<file path="config.mk">
export PLATFORM = sky130hd
export DESIGN_NAME = cv2_cell
export DESIGN_NICKNAME = d
export VERILOG_FILES = /design/src/sv/cv2_pkg.sv /design/src/sv/cv2_cell.sv
export SDC_FILE = /design/constraint.sdc
export NUM_CORES = 2
export LEC_CHECK = 0
export BUFFER_PORTS_ARGS = -buffer_cell sky130_fd_sc_hd__buf_2
export CORE_MARGIN = 4
export CORE_UTILIZATION = 50
export CTS_BUF_LIST = sky130_fd_sc_hd__clkbuf_4 sky130_fd_sc_hd__clkbuf_8
export DETAILED_ROUTE_END_ITERATION = 8
export GPL_TIMING_DRIVEN = 0
export HOLD_SLACK_MARGIN = 0.06
export PLACE_DENSITY_LB_ADDON = 0.1
export SLEW_MARGIN = 10
export SYNTH_ARGS = -nofsm -noshare
export SYNTH_HDL_FRONTEND = slang
export SYNTH_SLANG_ARGS = --single-unit
</file>
<file path="constraint.sdc">
create_clock -name clk_i -period 12.7 [get_ports clk_i]
set_input_delay 2.54 -clock clk_i [delete_from_list [all_inputs] [get_ports clk_i]]
set_output_delay 2.54 -clock clk_i [all_outputs]
set_load 0.03 [all_outputs]
</file>
<file path="src/sv/cv2_pkg.sv">
// Shared constants and types for the 2D convolution / ReLU block.
package cv2_pkg;

  localparam int DEF_MAX_WIDTH    = 64;
  localparam int DEF_MAX_KERNEL   = 5;
  localparam int DEF_MAX_FILTERS  = 8;
  localparam int DEF_MAX_CHANNELS = 4;
  localparam int HEIGHT_LIMIT     = 64;

  localparam int VAL_W  = 16;
  localparam int OUT_W  = 15;
  localparam int FRAC_W = 12;

  // input action codes (tuser)
  localparam logic [1:0] ACT_COEF  = 2'd0;
  localparam logic [1:0] ACT_BIAS  = 2'd1;
  localparam logic [1:0] ACT_IMAGE = 2'd2;
  localparam logic [1:0] ACT_SOF   = 2'd3;

  // configuration register indexes
  localparam logic [2:0] REG_WIDTH    = 3'd0;
  localparam logic [2:0] REG_HEIGHT   = 3'd1;
  localparam logic [2:0] REG_KERNEL   = 3'd2;
  localparam logic [2:0] REG_FILTERS  = 3'd3;
  localparam logic [2:0] REG_CHANNELS = 3'd4;

  localparam logic [6:0] RST_WIDTH    = 7'd32;
  localparam logic [6:0] RST_HEIGHT   = 7'd32;
  localparam logic [2:0] RST_KERNEL   = 3'd3;
  localparam logic [3:0] RST_FILTERS  = 4'd8;
  localparam logic [2:0] RST_CHANNELS = 3'd3;

  // control that travels with each tap along the cell chain
  typedef struct packed {
    logic vld;
    logic first;
    logic last;
  } cv2_ctl_t;

endpackage

</file>
<file path="src/sv/cv2_cell.sv">
// One filter cell: coefficient store, multiply, accumulate, bias, ReLU, rounding and saturation.
module cv2_cell #(
  parameter int IDX   = 0,
  parameter int TAPS  = 100,
  parameter int TAP_W = 7,
  parameter int ACC_W = 40
) (
  input  logic                        clk_i,
  input  logic                        rst_ni,
  input  cv2_pkg::cv2_ctl_t           ctl_i,
  input  logic [TAP_W-1:0]            tap_i,
  input  logic signed [15:0]          pix_i,
  output cv2_pkg::cv2_ctl_t           ctl_o,
  output logic [TAP_W-1:0]            tap_o,
  output logic signed [15:0]          pix_o,
  input  logic                        ld_coef_i,
  input  logic                        ld_bias_i,
  input  logic [2:0]                  ld_fsel_i,
  input  logic [TAP_W-1:0]            ld_tap_i,
  input  logic signed [15:0]          ld_val_i,
  input  logic                        clr_i,
  output logic                        done_o,
  output logic [14:0]                 res_o,
  output logic                        sat_o
);
  import cv2_pkg::*;

  logic signed [VAL_W-1:0] coef_mem [TAPS];
  logic signed [VAL_W-1:0] coef_q;
  logic signed [VAL_W-1:0] pix_a_q;
  logic [TAP_W-1:0]        tap_a_q;
  cv2_ctl_t                ctl_a_q, ctl_b_q, ctl_c_q;
  logic signed [31:0]      prod_q;
  logic signed [ACC_W-1:0] acc_q, acc_d, acc_rnd;
  logic signed [VAL_W-1:0] bias_q;
  logic                    done_q, sat_q;
  logic [OUT_W-1:0]        res_q;
  logic                    sel;

  assign sel = (32'(ld_fsel_i) == IDX);

  always_ff @(posedge clk_i) begin
    if (ld_coef_i && sel) begin
      coef_mem[ld_tap_i] <= ld_val_i;
    end
    coef_q  <= coef_mem[tap_i];
    pix_a_q <= pix_i;
    tap_a_q <= tap_i;
    prod_q  <= pix_a_q * coef_q;
  end

  assign ctl_o = ctl_a_q;
  assign tap_o = tap_a_q;
  assign pix_o = pix_a_q;

  always_comb begin
    if (ctl_b_q.first) begin
      acc_d = (ACC_W'(bias_q) <<< FRAC_W) + ACC_W'(prod_q);
    end else begin
      acc_d = acc_q + ACC_W'(prod_q);
    end
  end

  assign acc_rnd = acc_q + ACC_W'(2048);

  always_ff @(posedge clk_i or negedge rst_ni) begin
    if (!rst_ni) begin
      ctl_a_q <= '0;
      ctl_b_q <= '0;
      ctl_c_q <= '0;
      bias_q  <= '0;
      done_q  <= 1'b0;
    end else begin
      ctl_a_q <= ctl_i;
      ctl_b_q <= ctl_a_q;
      ctl_c_q <= ctl_b_q;
      if (ld_bias_i && sel) begin
        bias_q <= ld_val_i;
      end
      if (clr_i) begin
        done_q <= 1'b0;
      end else if (ctl_c_q.vld && ctl_c_q.last) begin
        done_q <= 1'b1;
      end
    end
  end

  always_ff @(posedge clk_i) begin
    if (ctl_b_q.vld) begin
      acc_q <= acc_d;
    end
    if (ctl_c_q.vld && ctl_c_q.last) begin
      if (acc_q[ACC_W-1] || acc_q == '0) begin
        res_q <= '0;
        sat_q <= 1'b0;
      end else if (|acc_rnd[ACC_W-1:FRAC_W+OUT_W]) begin
        res_q <= '1;
        sat_q <= 1'b1;
      end else begin
        res_q <= acc_rnd[FRAC_W+OUT_W-1:FRAC_W];
        sat_q <= 1'b0;
      end
    end
  end

  assign done_o = done_q;
  assign res_o  = res_q;
  assign sat_o  = sat_q;

endmodule

</file>
==> results.json <==
{
  "final.min_clock_period_ns": 7.19,
  "setup-violations-final": 0,
  "netlist-cell-type-count": 64,
  "synth_nets": 4768,
  "synthDominantCellAreaShare": 0.629,
  "drt_initial_violations": 4735,
  "fill_cells": 12037,
  "numClockSinks": 1752,
  "min_period_over_period": 0.567,
  "tns_ns": 0,
  "syn2layout_area_growth_pct": 14.2,
  "final-max-slew-violation-count": 0,
  "ys_warn_count": 0,
  "core_area_um2": 157000,
  "die_area_um2": 165000,
  "port_buffers": 99,
  "floorplan.initialDensity": 0.504,
  "clock_tree.buffer_depth": 4,
  "timing.hold.worst.class": "register to register",
  "post-synth-top-area-cell": "sky130_fd_sc_hd__edfxtp_1",
  "antenna_found_initial": 13,
  "vdd.ir_drop.worst_mv": 0.815,
  "synth_async_sr_flop_share": 0.0143,
  "grt_first_pass_wirelength_um": 304000,
  "synth_top_flop_cell": "sky130_fd_sc_hd__edfxtp_1",
  "edff_count_synth": 1656,
  "crit_type": "register to register",
  "cts_tree": "built",
  "clock_root_buffer": "sky130_fd_sc_hd__clkbuf_8",
  "cts-htree-levels": 5,
  "io_pins": 100,
  "overall_die_width_um": 406,
  "synth.top_cells.by_area": "sky130_fd_sc_hd__edfxtp_1 (63%), sky130_fd_sc_hd__mux4_2 (15%), sky130_fd_sc_hd__fa_1 (6.7%), sky130_fd_sc_hd__ha_1 (2.2%), sky130_fd_sc_hd__dfxtp_1 (1.8%)",
  "clkLatencyLatePin_ns": 1.00,
  "first_pass_iteration_count_of_the_detailed_router": 5,
  "routabilityCongestion": 0.902,
  "yosysSeqAreaShare": 0.655,
  "synthMostInstantiatedCell": "sky130_fd_sc_hd__edfxtp_1",
  "final_critical_path_setup_slack_ns": 5.51,
  "postRouteAntennaNets": 0,
  "cap_violations": 0,
  "numCtsBuffers": 306,
  "yosys_register_bits": 1752,
  "first_global_vias": 43691,
  "worst-slew-pin-transition_ns": 1.42,
  "worstSetupEndpointType": "register",
  "post_cts.resized_instances": 0,
  "via_per_inst": 5.96,
  "wirelength_um": 208000,
  "routed-via-count": 42332,
  "post-route-util": 0.576,
  "fmaxAchievable_mhz": 139,
  "cts_hold_repair.buffers": 0,
  "worst_ep_arrival_time_ns": 8.04,
  "post_synth_inst_count": 4305,
  "total_power_mw": 22.7,
  "cellLeakagePower_nw": 31.2,
  "slew-limit-headroom": 0.0527,
  "post_synth_most_frequent_cells": "sky130_fd_sc_hd__edfxtp_1 (1656), sky130_fd_sc_hd__mux4_2 (512), sky130_fd_sc_hd__inv_1 (312)",
  "number_of_endpoints_with_negative_hold_slack_in_the_final_report": 0,
  "worstSetupStartpointType": "register",
  "cp_max_fo": 10,
  "gr-total-overflow": 0,
  "status": "finished clean",
  "fraction_of_final_layout_cells_with_drive_strength_greater_than_1": 0.278,
  "rsz_0062_raised_after_global_routing": "false",
  "detailed_place_hpwl_um": 147000,
  "power-per-cell-area_nw_per_um2": 252,
  "post-cts-setup-buffers": 0,
  "avgRoutedWirePerCell_um": 29.3,
  "worst_ep_required_time_ns": 13.54,
  "grt_max_degree": 86,
  "cts.reportedPaths.clkPinSlew_ns": 0.06,
  "pre_cts_ws_ns": 5.54,
  "finClkSkew_ns": 0.0680,
  "avgSynthCellArea_um2": 18.4,
  "track_usage": 0.259,
  "fin_worst_hold_slack_ns": 0.349,
  "core.rowCount": 145,
  "die_height_um": 406,
  "route.detailed.drc": 0,
  "nets": 5292,
  "post_synth_instance_area_um2": 79100
}
## per-stage QoR
step | area [um2] | std cells
2_1_floorplan | 79100 | 4305
3_3_place_gp | 82100 | 6462
3_5_place_dp | 84500 | 6579
4_1_cts | 90300 | 7099
5_1_grt | 90300 | 7103
6_report | 90300 | 7107
## worst paths after layout
| path | start | to | slack [ns] | depth (start not counted) |
|---|---|---|---|---|
| max | pix_o[9] | prod_q[30] | 5.51 | 20 |
| min | ctl_b_q[0] | ctl_c_q[0] | 0.35 | 0 |
| max reg2reg | pix_o[9] | prod_q[30] | 5.51 | 20 |
| min reg2reg | ctl_b_q[0] | ctl_c_q[0] | 0.35 | 0 |
| max in group asynchronous | rst_ni | bias_q[15] | 10.67 | 1 |
| min in group asynchronous | rst_ni | ctl_b_q[1] | 1.58 | 1 |
## metal layers
layer,up-vias,wire length [um],track usage
met5,-,43,0
met4,6,6280,0.0778
met3,370,16300,0.0525
met2,1741,98000,0.403
met1,22392,87600,0.375
li1,17823,-,-
## registers in the layout, summed over array words and instances, names as in the netlist
| register | flops |
|---|---|
| ctl_o | 3 |
| coef_q | 16 |
| tap_o | 7 |
| bias_q | 16 |
| res_o | 15 |
| sat_o | 1 |
| prod_q | 32 |
| pix_o | 16 |
| acc_q | 40 |
| coef_mem | 1600 |
| done_o | 1 |
| ctl_b_q | 3 |
| ctl_c_q | 2 |
## cell usage in the layout, fill, tap and decap left out, types with 71 or more instances in the layout
| cell type | n |
|---|---|
| sky130_fd_sc_hd__and2_1 | 134 |
| sky130_fd_sc_hd__buf_2 | 117 |
| sky130_fd_sc_hd__fa_1 | 264 |
| sky130_fd_sc_hd__nor2_2 | 99 |
| sky130_fd_sc_hd__mux4_2 | 512 |
| sky130_fd_sc_hd__nor2_1 | 74 |
| sky130_fd_sc_hd__buf_8 | 90 |
| sky130_fd_sc_hd__edfxtp_1 | 1656 |
| sky130_fd_sc_hd__a21oi_1 | 91 |
| sky130_fd_sc_hd__clkbuf_4 | 96 |
| sky130_fd_sc_hd__clkbuf_1 | 101 |
| sky130_fd_sc_hd__inv_1 | 312 |
| sky130_fd_sc_hd__clkbuf_8 | 319 |
| sky130_fd_sc_hd__ha_1 | 142 |
| sky130_fd_sc_hd__dfxtp_1 | 71 |
| sky130_fd_sc_hd__nand2_1 | 206 |
## logic make-up after synthesis
family	after synthesis	synth area share
AOI/OAI and AO/OA	314	0.0255
xor gates and xnor gates	89	0.00986
adders and majority gates	406	0.0893
buffers and inverters	494	0.0249
DFF	1752	0.655
muxes	575	0.155
and+or+nand+nor	675	0.0411
## report_power, final
group | total, mW | switching (mW) | internal, mW
Combinational | 10.8 | 6.12 | 4.66
Clock | 5.01 | 2.24 | 2.78
Sequential | 6.92 | 0.225 | 6.70
## critical path, stage by stage, from the launching register on
cell and delay [ns]:
sky130_fd_sc_hd__dfxtp_1 0.71, sky130_fd_sc_hd__clkbuf_1 0.70, sky130_fd_sc_hd__nand2_1 0.16, sky130_fd_sc_hd__fa_1 0.53, sky130_fd_sc_hd__fa_1 0.47, sky130_fd_sc_hd__fa_1 0.54, sky130_fd_sc_hd__inv_1 0.05, sky130_fd_sc_hd__fa_1 0.50
sky130_fd_sc_hd__fa_1 0.50, sky130_fd_sc_hd__inv_1 0.06, sky130_fd_sc_hd__fa_1 0.51, sky130_fd_sc_hd__inv_1 0.05, sky130_fd_sc_hd__ha_1 0.36, sky130_fd_sc_hd__and3_1 0.22, sky130_fd_sc_hd__nand2_1 0.06, sky130_fd_sc_hd__or3_1 0.40
sky130_fd_sc_hd__a21boi_0 0.48, sky130_fd_sc_hd__o2111ai_1 0.24, sky130_fd_sc_hd__a31oi_1 0.28, sky130_fd_sc_hd__or4_1 0.15, sky130_fd_sc_hd__nand3_1 0.07
## final cells by class
| cell class | count | area [um2] | share of cell area |
|---|---|---|---|
| multi-input combinational | 2059 | 25600 | 0.283 |
| antenna | 8 | 20.0 | 0.000222 |
| tap | 2058 | 2570 | 0.0285 |
| inverter | 312 | 1170 | 0.0130 |
| buffer | 182 | 808 | 0.00895 |
| clock buffer | 415 | 5110 | 0.0566 |
| sequential | 1752 | 51800 | 0.573 |
| timing repair buffer | 216 | 2540 | 0.0281 |
| clock inverter | 105 | 691 | 0.00765 |
Power figures use the tool's default switching activity.
